<file path="src/design/psre_pkg.sv">
// Shared types, constants and arithmetic helpers for the pen report encoder.
package psre_pkg;

    localparam int CORDIC_STEPS = 16;
    localparam int ATAN_LEN = 24;
    localparam int REPORT_LEN = 27;
    localparam int IDX_W = 5;
    localparam int STEP_W = 5;
    localparam logic [16:0] Q16_ONE = 17'd65536;
    localparam logic signed [31:0] INV_GAIN_Q30 = 32'sd652032874;

    localparam logic [2:0] EV_HOVER = 3'd0;
    localparam logic [2:0] EV_DOWN = 3'd1;
    localparam logic [2:0] EV_UP = 3'd2;
    localparam logic [2:0] EV_MOVE = 3'd3;
    localparam logic [2:0] EV_CANCEL = 3'd4;
    localparam logic [2:0] EV_BUTTONS = 3'd5;
    localparam logic [2:0] EV_LEAVE = 3'd6;
    localparam logic [2:0] EV_CANCEL_ALL = 3'd7;

    localparam logic [1:0] TOOL_PEN = 2'd1;
    localparam logic [1:0] TOOL_ERASER = 2'd2;
    localparam logic [1:0] FMT_NATIVE = 2'd2;

    typedef struct packed {
        logic [2:0]  kind;
        logic [1:0]  tool;
        logic [7:0]  buttons;
        logic [16:0] x;
        logic [16:0] y;
        logic [16:0] pod;
        logic [6:0]  tilt;
        logic        tilt_unk;
        logic [8:0]  rot;
        logic        rot_unk;
    } event_t;

    typedef enum logic [3:0] {
        ST_IDLE, ST_ROT_T, ST_ROT_R, ST_MUL_X, ST_MUL_Y, ST_VEC_X, ST_VEC_Y,
        ST_SCALE, ST_EMIT
    } back_state_t;

    function automatic logic signed [31:0] atan_q16(input logic [STEP_W-1:0] i);
        logic signed [31:0] v;
        case (i)
            5'd0: v = 32'sd2949120;  5'd1: v = 32'sd1740967;
            5'd2: v = 32'sd919879;   5'd3: v = 32'sd466945;
            5'd4: v = 32'sd234379;   5'd5: v = 32'sd117304;
            5'd6: v = 32'sd58666;    5'd7: v = 32'sd29335;
            5'd8: v = 32'sd14668;    5'd9: v = 32'sd7334;
            5'd10: v = 32'sd3667;    5'd11: v = 32'sd1833;
            5'd12: v = 32'sd917;     5'd13: v = 32'sd458;
            5'd14: v = 32'sd229;     5'd15: v = 32'sd115;
            5'd16: v = 32'sd57;      5'd17: v = 32'sd29;
            5'd18: v = 32'sd14;      5'd19: v = 32'sd7;
            5'd20: v = 32'sd4;       5'd21: v = 32'sd2;
            5'd22: v = 32'sd1;
            default: v = 32'sd0;
        endcase
        return v;
    endfunction

    // Q16 clamp of a signed position to 0..1.0
    function automatic logic [16:0] clamp_pos(input logic signed [17:0] v);
        logic [16:0] r;
        if (v < 0) r = 17'd0;
        else if (v > 18'sd65536) r = Q16_ONE;
        else r = v[16:0];
        return r;
    endfunction

endpackage

</file>
<file path="src/design/psre_front.sv">
// Front end: accept and clamp pen events into a two-entry queue.
module psre_front (
    input  logic                  clk,
    input  logic                  rst_n,
    input  logic                  valid,
    output logic                  ready,
    input  logic [2:0]            event_kind,
    input  logic [1:0]            tool_kind,
    input  logic [7:0]            button_bits,
    input  logic signed [17:0]    pos_x,
    input  logic signed [17:0]    pos_y,
    input  logic [16:0]           pressure_or_distance,
    input  logic [6:0]            tilt_deg,
    input  logic                  tilt_unknown,
    input  logic [8:0]            rotation_deg,
    input  logic                  rotation_unknown,
    output logic                  q_valid,
    output psre_pkg::event_t      q_event,
    input  logic                  q_pop
);
    psre_pkg::event_t slot_reg [2];
    logic [1:0] count_reg, count_next;
    logic       rd_reg, wr_reg;
    psre_pkg::event_t ev;
    logic push;

    always_comb
    begin
        ev.kind = event_kind;
        ev.tool = tool_kind;
        ev.buttons = button_bits;
        ev.x = psre_pkg::clamp_pos(pos_x);
        ev.y = psre_pkg::clamp_pos(pos_y);
        ev.pod = (pressure_or_distance > psre_pkg::Q16_ONE) ? psre_pkg::Q16_ONE
                                                          : pressure_or_distance;
        ev.tilt = tilt_deg;
        ev.tilt_unk = tilt_unknown;
        ev.rot = rotation_deg;
        ev.rot_unk = rotation_unknown;
    end

    assign ready = (count_reg != 2'd2);
    assign push = valid && ready;
    assign q_valid = (count_reg != 2'd0);
    assign q_event = slot_reg[rd_reg];
    assign count_next = count_reg + {1'b0, push} - {1'b0, q_pop};

    always_ff @(posedge clk or negedge rst_n)
    begin
        if (!rst_n)
        begin
            count_reg <= 2'd0;
            rd_reg <= 1'b0;
            wr_reg <= 1'b0;
        end
        else
        begin
            count_reg <= count_next;
            if (q_pop) rd_reg <= ~rd_reg;
            if (push) wr_reg <= ~wr_reg;
        end
    end

    always_ff @(posedge clk)
    begin
        if (push) slot_reg[wr_reg] <= ev;
    end
endmodule

</file>
<file path="config.mk">
export PLATFORM = sky130hd
export DESIGN_NAME = psre_front
export DESIGN_NICKNAME = d
export VERILOG_FILES = /design/src/design/psre_pkg.sv /design/src/design/psre_front.sv
export SDC_FILE = /design/constraint.sdc
export NUM_CORES = 1
export LEC_CHECK = 0
export BUFFER_PORTS_ARGS = -buffer_cell sky130_fd_sc_hd__buf_2
export CORE_UTILIZATION = 48
export CTS_CLUSTER_SIZE = 28
export DETAILED_ROUTE_END_ITERATION = 7
export PLACE_DENSITY = 0.76
export SLEW_MARGIN = 25
export SYNTH_ARGS = -nofsm -noshare
export SYNTH_HDL_FRONTEND = slang
export SYNTH_SLANG_ARGS = --single-unit
</file>
<file path="constraint.sdc">
create_clock -name clk -period 4.8 [get_ports clk]
set_input_delay 0.24 -clock clk [delete_from_list [all_inputs] [get_ports clk]]
set_output_delay 0.24 -clock clk [all_outputs]
set_load 0.05 [all_outputs]
</file>
=== Yosys cells after proc, flatten, opt, wreduce, memory -nomap -nowiden ===
Memories as Yosys holds them, arrays and structs flattened.
Index checks and enable logic that the tools add are counted.

* Add/subtract/negate cells: 2
* $lt $le $gt $ge: 5
* Equal/unequal tests: 1
* Multiplexer cells: 7
* Bitwise logic cells: 2
* Reduce and logical (&&, ||, !) cells: 2

{| class="wikitable"
|+ Operators by type and width
! cell !! count
|-
| 2-to-1 mux 17 bit || 5
|-
| > comparator 18 bit, second input constant || 2
|-
| less-than comparator 18 x 1 -> 1 bit, second input constant || 2
|-
| > comparator 17 bit, second input constant || 1
|-
| adder 2 x 1 -> 2 bit || 1
|-
| 2-to-1 mux 1 bit || 2
|-
| != test 2 bit, second input constant || 1
|-
| inverter 1 bit || 2
|-
| nonzero test 2 bit || 1
|-
| subtractor 2 x 1 -> 2 bit || 1
|-
| logical AND 1 bit || 1
|}

* Register bits after elaboration: 4
* Memory bits (writable): 164
* Output and inout bits: 84
* Memories: 1

{| class="wikitable"
|+ Memories
! name !! words !! bits a word !! rd ports !! clocked after memory_dff !! write ports !! RTL line !! source
|-
| slot_reg || 2 || 82 || 1 || 0 || 1 || psre_front.sv:21 || <nowiki>psre_pkg::event_t slot_reg [2];</nowiki>
|}

=== Depth between registers and ports, before layout ===
Gate-level depths: netlist (run 1).

* Word-level depth: 4
* Gate-level depth with buffers: 7

=== Worst setup path after synthesis (run 1) ===
OpenSTA, ideal clock, no wires.

* Path kind: register to register
* Start point: reg count_reg[0]
* End point: mem slot_reg[0][0] in the netlist's numbering, enable pin
* Setup time: 523 ps
* Arrival time: 4,443 ps
* Data required time: 4,277 ps
* Setup slack: -166 ps
* Cell stages (with the launch flop): 4
* Period minus slack after synthesis: 4,966 ps
* Cell sequence: dfrtp_1 nand2b_1 nand2_1 nor2_1

* Word-level cells in the longest chain between the ends: 4

{| class="wikitable"
|+ RTL lines
! element !! RTL line !! source
|-
| from (decl) || psre_front.sv:22 || <nowiki>logic [1:0] count_reg, count_next;</nowiki>
|-
| from (signal assigned) || psre_front.sv:58 || <nowiki>count_reg <= count_next;</nowiki>
|-
| != test 2 bit || psre_front.sv:42 || <nowiki>assign ready = (count_reg != 2'd2);</nowiki>
|-
| named net ready || psre_front.sv:6 || <nowiki>output logic ready,</nowiki>
|-
| logical AND 1 bit || psre_front.sv:43 || <nowiki>assign push = valid && ready;</nowiki>
|-
| 2-to-1 mux 1 bit || psre_front.sv:66 || <nowiki>if (push) slot_reg[wr_reg] <= ev;</nowiki>
|-
| 2-to-1 mux 1 bit (not written as such) || psre_front.sv:66 ||
|-
| to (decl) || psre_front.sv:21 ||
|}

The timed path passes the listed nets, and every way through them passes these cells.

==> reports/qor.yml, run 1 <==
cells_and_area:
  diodes: 0
  drive_above_1_share: 0.567
  layoutNonFillerInstCount: 730
  syn_to_final_growth_pct: 26.7
  combined_area_of_the_multi_input_logic_cells_um2: 1590
  largest_register_ffs: 164
  fillerInstances: 988
  ff_latch_area_um2: 5030
  finalNetCount: 631
floorplan:
  std_cell_rows: 42
  ios: 172
  die-width_um: 120
  start_util: 0.498
  dieArea_um2: 14400
  dieHeight_um: 120
  floorplan.core_area_um2: 13500
timing:
  setup_repair_after_global_routing_missed_its_margin: "no"
  slew_viol_final: 0
  setup_ws_ps: 2350
  pin_slew_with_the_least_headroom_to_its_limit_ps: 978
  worst_slew_margin_rel: 0.348
  setup_tns_ps: 0
  finalHoldViolations: 0
  timing.final.setup_violations: 0
  clock_skew_ps: 8.63
  clock.fmax_mhz: 408
  post-route-period-util: 0.511
  finalCriticalPeriod_ps: 2450
  fin_hold_ws_ps: 19.3
critical_path:
  cp_max_fo: 48
  critical_path.startpoint_type: "flop"
  r2r_cells: 3
  r2r_slack_ps: 3050
  reg2reg_from: "count_reg[1]"
  worst_ep_arrival_ps: 2210
  crit_path_start: "rd_reg"
  critPathCaptureType: "output port"
  required_ps: 4560
  worstReg2RegEnd: "slot_reg[1][70]"
  timing.setup.critical_path_class: "flop to output port"
synthesis:
  netlist_instances: 346
  syn_nets: 436
  share_of_the_yosys_chip_area_belonging_to_registers: 0.749
  synth-async-reset-ratio: 0.0238
  edff_count_synth: 164
  synth.ff_latch_count: 168
  ys_dominant_reg_cell: "edfxtp_1"
  ys_types: 22
  post_synth_most_frequent_cells: "edfxtp_1, mux2_2, nor3b_2"
  synth.area.top_cells: "edfxtp_1, mux2_2, nor3b_2"
  post_synth.cell_area_avg_um2: 19.4
  synth.cell_area_um2: 6710
  ys_warn_count: 0
  synth_area_leader_cell: "edfxtp_1"
  post-synth-top-count-cell: "edfxtp_1"
  synth.top_cell.area_share: 0.734
power_and_ir_drop:
  power.share.combinational: 0.405
  static_leakage_power_uw: 0.00315
  cellPowerDensity_nw_per_um2: 681
  pwr-share-seq: 0.378
  power.switching_fraction: 0.413
  power_frac_clock: 0.217
  vdd_drop_max_v: 0.000391
  internal_power_summed_over_all_cells_uw: 3390
  netSwitchingPower_uw: 2390
cts:
  clk_transition_reported_paths_ps: 60
  numCtsBuffers: 17
  cts.path.max_buffers: 2
  cts_tree: "built"
  cts_sinks: 168
  cts_root_buf: "clkbuf_16"
  worst_skew_pair.late_latency_ps: 410
  cts_resized: 0
  ctsHtreeMaxLevel: 4
placed_design:
  port-buffer-count: 171
  place_congestion: 0.739
  dp_worst_setup_slack_ps: 2630
  place.detailed.hpwl_um: 8280
  numPlacedInstances: 681
global_routing:
  global_route.usage.total: 0.177
  globalRouteOverflowTotal: 0
  antenna_violations_before_repair: 0
  number_of_global_route_vias_before_repair: 3840
  grt_pass1_wl_um: 19000
  grt_max_degree: 49
hold_path:
  min-delay-path-class: "input port to flop"
  min-delay-start: "button_bits[6]"
  hold_end: "slot_reg[1][75]"
  min_path_cells: 1
route:
  drt_iter0_drc: 241
  firstDrtPassIters: 4
  post-route-drc-count: 0
  drt-vias-per-instance: 5.05
  routed_wire_length_per_instance_um: 16.9
  num_vias: 3689
  route.antenna.remaining_nets: 0
  drt_total_wl_um: 12300
status:
  outcome: "finished, final reports clean"
job:
  cap_viol_max_count: 0
[cells in the final DEF, fill, tap and decap left out, drive strengths merged, types with 4 or more instances in the layout]
cell type / instances
nor2b: 13
inv: 7
dlygate4sd3: 17
mux2: 82
clkbuf: 17
nor3b: 32
edfxtp: 164
nor4: 12
dfrtp: 4
clkinv: 7
clkinvlp: 4
buf: 175
[cell families after synthesis]
kind of cell               share of synthesized area
adders and majority gates                    0.00373
buffers and inverters                         0.0153
AOI/OAI and AO/OA                            0.00616
and+or+nand+nor                               0.0825
DFF                                            0.749
xor gates and xnor gates                     0.00523
muxes                                          0.138
[worst max-delay path, stage by stage (launching register included)]
cell	delay (ps)
dfrtp_4	880
buf_12	300
mux2_2	370
buf_2	220
[layout make-up]
| class | instances | area share |
|---|---|---|
| clock inverter | 15 | 0.0150 |
| sequential | 168 | 0.592 |
| inverter | 4 | 0.00177 |
| clock buffer | 17 | 0.0501 |
| timing repair buffer | 192 | 0.128 |
| tap | 176 | 0.0259 |
| multi-input combinational | 158 | 0.187 |
[how the worst max path moves through the flow]
stage	end	slack, ps	cells past startpoint
6_report	q_event[25]	2350	3
5_1_grt	q_event[25]	2240	3
4_1_cts	q_event[25]	2310	3
3_5_place_dp	slot_reg[0][40]	2630	4
3_3_place_gp	slot_reg[0][40]	2660	4
2_1_floorplan	slot_reg[0][0]	1210	3
[what timing repair did]
item                                    4_1_cts  5_1_grt
hold buffers                                  8        9
endpoints found under the setup margin        0        0
setup buffers                                 0        0
hold endpoints to repair                     18       18
[per-layer routing]
layer  vias up  track usage  part of all wire  routed length [µm]
li1       1754            -                 -                   -
met1      1783        0.227              0.44                5400
met2       139        0.282              0.48                5950
met3        13       0.0538             0.068                 835
met4         0       0.0688             0.012                 154
met5         -            0                 0                   0
[power groups by stage]
stage               Sequential [µW]  Clock (µW)  Combinational, µW
floorplan                      2120           0               1920
global placement               2260           0               2240
detailed placement             2220           0               2350
CTS                            2190        1280               2360
global route                   2220        1340               2450
finish                         2190        1260               2340
[through the flow]
| stage | utilization | total power (µW) | cell area [µm²] |
|---|---|---|---|
| final | 0.632 | 5790 | 8500 |
| after floorplan | - | 4040 | 6710 |
| after global placement | 0.574 | 4500 | 7720 |
| after detailed placement | 0.578 | 4560 | 7770 |
| after CTS | 0.625 | 5830 | 8410 |
| after global routing | 0.632 | 6020 | 8500 |
(Power assumes the default switching activity.)
==> run 2, diff against run 1 <==
Settings changed: CORE_UTILIZATION 48 to 53, PLACE_DENSITY 0.76 to 0.8.
Clock period 4.8 ns to 2.3 ns, I/O delays scaled along.
==> run 2 against run 1 <==
Register-to-register slack got worse by 2400 ps; combinational power rose by 120%; clock power rose by 96%; non-clock buffer count rose by 20; sequential cell count did not move; clock-buffer cell count rose by 5; global-route usage rose by 2.6 points; hold slack got worse by 0.68 ps; clock skew fell by 4.8 ps; die area fell by 9.3%; critical path type unchanged; critical endpoint is now q_event[33]; largest power group unchanged; highest routed layer unchanged.
==> reports/qor.yml, run 2 (same netlist as run 1, synthesis figures left out) <==
floorplan:
  start_util: 0.551
  std_cell_rows: 40
  ios: 172
  die-width_um: 114
  dieArea_um2: 13100
  floorplan.core_area_um2: 12200
  dieHeight_um: 114
critical_path:
  r2r_slack_ps: 650
  worst_ep_arrival_ps: 1780
  worstReg2RegEnd: "slot_reg[0][22]"
  crit_path_start: "rd_reg"
  r2r_cells: 4
  slowest_delay_ps: 460
  cp_max_fo: 50
  critPathCaptureType: "output port"
  critical_path_depth: 3
  required_ps: 2180
  timing.setup.critical_path_class: "flop to output port"
  critPathCapture: "q_event[33]"
  crit_path_cell_trace: "buf_12, mux2_2, buf_2"
  critPathSlowestCell: "dfrtp_4"
  path_buf_inv: 2
  reg2reg_from: "count_reg[1]"
  worst_path_dominant_cell_family: "buffers and inverters"
  critical_path.startpoint_type: "flop"
placed_design:
  place.detailed.hpwl_um: 8040
  place_congestion: 0.794
  port-buffer-count: 171
  numPlacedInstances: 677
cts:
  numCtsBuffers: 17
  worst_skew_pair.late_latency_ps: 410
  cts_tree: "built"
  clk_transition_reported_paths_ps: 60
  cts_root_buf: "clkbuf_16"
  ctsHtreeMaxLevel: 4
  cts_resized: 0
  cts.path.max_buffers: 2
  cts_sinks: 168
power_and_ir_drop:
  power_frac_clock: 0.205
  netSwitchingPower_uw: 4930
  cellPowerDensity_nw_per_um2: 1390
  vdd_drop_max_v: 0.000966
  internal_power_summed_over_all_cells_uw: 7120
  pwr-share-seq: 0.366
  power.share.combinational: 0.429
  power.switching_fraction: 0.409
  static_leakage_power_uw: 0.00323
timing:
  post-route-period-util: 0.826
  finalCriticalPeriod_ps: 1900
  clock_skew_ps: 3.83
  slew_viol_final: 0
  timing.final.setup_violations: 0
  worst_slew_margin_rel: 0.496
  setup_repair_after_global_routing_missed_its_margin: "no"
  pin_slew_with_the_least_headroom_to_its_limit_ps: 746
  finalHoldViolations: 0
  fin_hold_ws_ps: 18.6
  clock.fmax_mhz: 527
route:
  firstDrtPassIters: 6
  routed_wire_length_per_instance_um: 17.2
  post-route-drc-count: 0
  drt_iter0_drc: 228
  drt-vias-per-instance: 5.15
  route.antenna.remaining_nets: 0
  num_vias: 3806
  drt_total_wl_um: 12700
global_routing:
  global_route.usage.total: 0.203
  globalRouteMet2Util: 0.349
  most_used_routing_layer_in_global_routing: "met2"
  groute.layer.met3.usage: 0.0683
  grt_max_degree: 51
  antenna_violations_before_repair: 0
  number_of_global_route_vias_before_repair: 3896
  globalRouteOverflowTotal: 0
  grt_pass1_wl_um: 19400
  grtUsageMet1: 0.227
job:
  cap_viol_max_count: 0
status:
  outcome: "finished, final reports clean"
cells_and_area:
  layout.cells.most_common: "buf_2"
  drive_above_1_share: 0.543
  finalNetCount: 651
  fillerInstances: 825
  largest_register_ffs: 164
  syn_to_final_growth_pct: 28.9
  diodes: 0
  layoutNonFillerInstCount: 739
  final_cell_mix: "buf_2, edfxtp_1, mux2_2, dlygate4sd3_1, nor3b_2"
hold_path:
  min-delay-path-class: "input port to flop"
run 2: cell type report:
class                      instances  area, µm²  area share
clock buffer                      22        444      0.0514
tap                              168        210      0.0243
sequential                       168       5030       0.582
clock inverter                     7       56.3     0.00651
multi-input combinational        158       1610       0.186
inverter                           4       15.0     0.00174
timing repair buffer             212       1280       0.149
run 2: metal layers:
layer	wire length, µm	vias to the layer above
met2	6540	141
met5	0	-
met1	5080	1858
met3	861	20
met4	263	0
li1	-	1787
run 2: worst min path at each step:
stage,cells after the start,slack [ps],endpoint,from
2_1_floorplan,0,-180,count_reg[0],rst_n
3_3_place_gp,1,-80,count_reg[0],rst_n
3_5_place_dp,1,-80,count_reg[0],rst_n
4_1_cts,3,1,wr_reg,valid
5_1_grt,2,20,slot_reg[1][26],pressure_or_distance[8]
6_report,1,20,slot_reg[0][34],pressure_or_distance[16]
run 2: repair_timing:
| action | 4_1_cts | 5_1_grt |
|---|---|---|
| endpoints found under the hold margin | 67 | 0 |
| setup buffers | 0 | 0 |
| hold buffers | 33 | 0 |
run 2: power by group through the flow:
stage / combinational [µW] / sequential (µW) / clock [µW]
after floorplan: 4030 / 4400 / 0
after global placement: 5090 / 4420 / 0
after detailed placement: 5130 / 4470 / 0
after CTS: 5190 / 4410 / 2500
after global routing: 5390 / 4480 / 2600
final: 5160 / 4410 / 2470
run 2: through the flow:
stage	total power, µW	TNS [ps]	cell area (µm²)	setup WS, ps	utilization
after floorplan	8430	-2470	6730	-30.1	-
after global placement	9510	0	7810	632	0.642
after detailed placement	9600	0	7810	560	0.642
after CTS	12100	0	8640	376	0.711
after global routing	12500	0	8640	346	0.711
final	12000	0	8640	401	0.711
==> run 3, diff against run 2 <==
Settings changed: ABC_AREA set to 1, PLACE_DENSITY 0.8 to 0.79.
Clock period 2.3 ns to 1.92 ns, I/O delays scaled along.
==> run 3 against run 2 <==
Die area increased by 4.0%; worst setup slack got worse by 340 ps; largest cell class unchanged; largest power group unchanged; clock power grew 34%; sequential cell count is the same; non-clock buffer count increased by 4; highest routed layer unchanged; register-to-register slack got worse by 190 ps; core utilization down 0.52 points; global-route usage is 0.35 points higher; area after synthesis rose by 4.0%; via count grew 9.1%; sequential share of layout area decreased by 2.2 points; synthesized cell count grew 25%.
==> reports/qor.yml, run 3 <==
timing:
  setup_ws_ps: 64.6
  post-route-period-util: 0.966
  clock.fmax_mhz: 539
  timing.final.setup_violations: 0
  fin_hold_ws_ps: 36.4
  setup_tns_ps: 0
  setup_repair_after_global_routing_missed_its_margin: "no"
  pin_slew_with_the_least_headroom_to_its_limit_ps: 453
  finalCriticalPeriod_ps: 1860
  clock_skew_ps: 4.77
  slew_viol_final: 0
  worst_slew_margin_rel: 0.698
  finalHoldViolations: 0
cells_and_area:
  largest_register_ffs: 164
  fillerInstances: 875
  finalNetCount: 737
  layoutNonFillerInstCount: 832
  diodes: 0
  syn_to_final_growth_pct: 28.7
  layout.cells.most_common: "buf_2"
  final_cell_mix: "buf_2, edfxtp_1, mux2_2, nand2_1, dlygate4sd3_1"
  drive_above_1_share: 0.518
power_and_ir_drop:
  power_frac_clock: 0.224
  netSwitchingPower_uw: 6050
  vdd_drop_max_v: 0.000866
  pwr-share-seq: 0.356
  total_power_uw: 14800
  cellPowerDensity_nw_per_um2: 1650
  internal_power_summed_over_all_cells_uw: 8760
  power.share.combinational: 0.420
  power.switching_fraction: 0.409
  static_leakage_power_uw: 0.00348
synthesis:
  synth_top_family_by_area: "multiplexers"
  netlist_instances: 431
  share_of_the_yosys_chip_area_belonging_to_registers: 0.720
  synth.cell_area_um2: 6980
  edff_count_synth: 164
  post_synth.cell_area_avg_um2: 16.2
  ys_dominant_reg_cell: "edfxtp_1"
  ys_warn_count: 0
  synth_area_leader_cell: "edfxtp_1"
  ys_types: 19
  synth.top_cell.area_share: 0.706
  synth-simple-area-share: 0.0500
  xor_xnor_fraction_of_synth_area: 0.00377
  area_share_of_fa_ha_maj_cells_after_synthesis: 0.00359
  synth.ff_latch_count: 168
  post_synth_most_frequent_cells: "edfxtp_1, mux2_2, nand2_1"
  synth_compound_area_frac: 0.0535
  synth-async-reset-ratio: 0.0238
  synth.area.top_cells: "edfxtp_1, mux2_2, a21oi_2"
  post-synth-top-count-cell: "edfxtp_1"
  syn_nets: 521
  yosys-mux-area-fraction: 0.132
floorplan:
  dieArea_um2: 13600
  dieHeight_um: 117
  std_cell_rows: 41
  die-width_um: 117
  start_util: 0.548
  ios: 172
  floorplan.core_area_um2: 12700
route:
  drt_iter0_drc: 211
  post-route-drc-count: 0
  route.antenna.remaining_nets: 0
  firstDrtPassIters: 4
  drt_total_wl_um: 13400
  drt-vias-per-instance: 4.99
  num_vias: 4154
  routed_wire_length_per_instance_um: 16.1
job:
  cap_viol_max_count: 0
critical_path:
  timing.setup.critical_path_class: "flop to output port"
  path_buf_inv: 2
  r2r_slack_ps: 460
  worst_path_dominant_cell_family: "flip-flops"
  worst_ep_arrival_ps: 1760
  r2r_cells: 4
  critPathCapture: "q_event[15]"
  cp_max_fo: 25
  required_ps: 1820
  crit_path_start: "rd_reg"
  critPathSlowestCell: "dfrtp_4"
  reg2reg_from: "count_reg[1]"
  crit_path_cell_trace: "buf_12, mux2_2, buf_2"
  critical_path.startpoint_type: "flop"
  slowest_delay_ps: 530
  critical_path_depth: 3
  critPathCaptureType: "output port"
  worstReg2RegEnd: "slot_reg[0][20]"
status:
  outcome: "finished, final reports clean"
cts:
  cts_tree: "built"
  cts_sinks: 168
  clk_transition_reported_paths_ps: 60
  worst_skew_pair.late_latency_ps: 410
  ctsHtreeMaxLevel: 4
  cts_root_buf: "clkbuf_16"
  numCtsBuffers: 17
  cts.path.max_buffers: 2
global_routing:
  globalRouteOverflowTotal: 0
  global_route.usage.total: 0.206
  grt_max_degree: 65
  antenna_violations_before_repair: 0
  number_of_global_route_vias_before_repair: 4218
  grt_pass1_wl_um: 20500
placed_design:
  place_congestion: 0.775
  numPlacedInstances: 765
  port-buffer-count: 171
  place.detailed.hpwl_um: 8550
  dp_worst_setup_slack_ps: 375
hold_path:
  min-delay-path-class: "input port to asynchronous set/reset pin"
-- run 3: changes by cell type after synthesis, sizes merged, moves of 3 or more --
cell and change:
clkbuf -3, nor3b -32, inv +19, nor4 -12
nand2 +48, a21oi +49, nor2 +32, buf +6
a41oi -3, and2b -3, nor2b -13
-- run 3: area by class of cell --
cell class / instances / area, µm² / share of cell area
flip-flops and latches: 168 / 5030 / 0.560
multi-input cells: 221 / 1730 / 0.192
repair buffers: 216 / 1330 / 0.148
clock buffers: 19 / 443 / 0.0493
well taps: 172 / 215 / 0.0240
clock inverters: 13 / 144 / 0.0160
inverters: 23 / 86.3 / 0.00962
-- run 3: layer usage --
| metal | vias to the layer above | GRT usage | part of all wire |
|---|---|---|---|
| met1 | 1997 | 0.241 | 0.41 |
| met5 | - | 0 | 0 |
| met2 | 139 | 0.364 | 0.52 |
| met4 | 0 | 0.0802 | 0.012 |
| li1 | 2004 | - | - |
| met3 | 14 | 0.0545 | 0.062 |
-- run 3: worst register-to-register path, stage by stage, from the launching register on --
cell	delay (ps)
dfrtp_1	430
nand2_4	100
nand2_4	80
nor2_4	120
buf_12	310
-- run 3: cell families after synthesis --
family,after synthesis
AO/OA/AOI/OAI,49
adder cells (fa/ha/maj),2
XOR/XNOR,3
AND/OR/NAND/NOR,85
multiplexers,82
buffers and inverters,42
flip-flops,168
-- run 3: worst min-delay path by stage --
stage                   endpoint  cells after the start
floorplan           count_reg[0]                      0
global placement          rd_reg                      1
detailed placement  count_reg[0]                      1
CTS                       rd_reg                      2
global route              rd_reg                      2
finish              count_reg[1]                      2
-- run 3: power groups by stage --
stage                     registers, µW  clock network, µW  logic [µW]
after global placement             5330                  0        6080
after detailed placement           5370                  0        6120
after global routing               5350               3510        6540
after CTS                          5280               3360        6260
after floorplan                    5250                  0        4930
final                              5270               3310        6220
-- run 3: repair_timing --
action                                  4_1_cts  5_1_grt
resized for setup                             0        1
endpoints found under the hold margin        68        0
endpoints found under the setup margin       52       15
gates cloned                                  0        0
hold buffers                                 34        0
buffers inserted                              1        0
-- run 3: per-stage QoR --
step | cell area (µm²) | utilization
after global routing | 8980 | 0.706
final | 8980 | 0.706
after floorplan | 7010 | -
after global placement | 8040 | 0.632
after detailed placement | 8040 | 0.632
after CTS | 8970 | 0.705
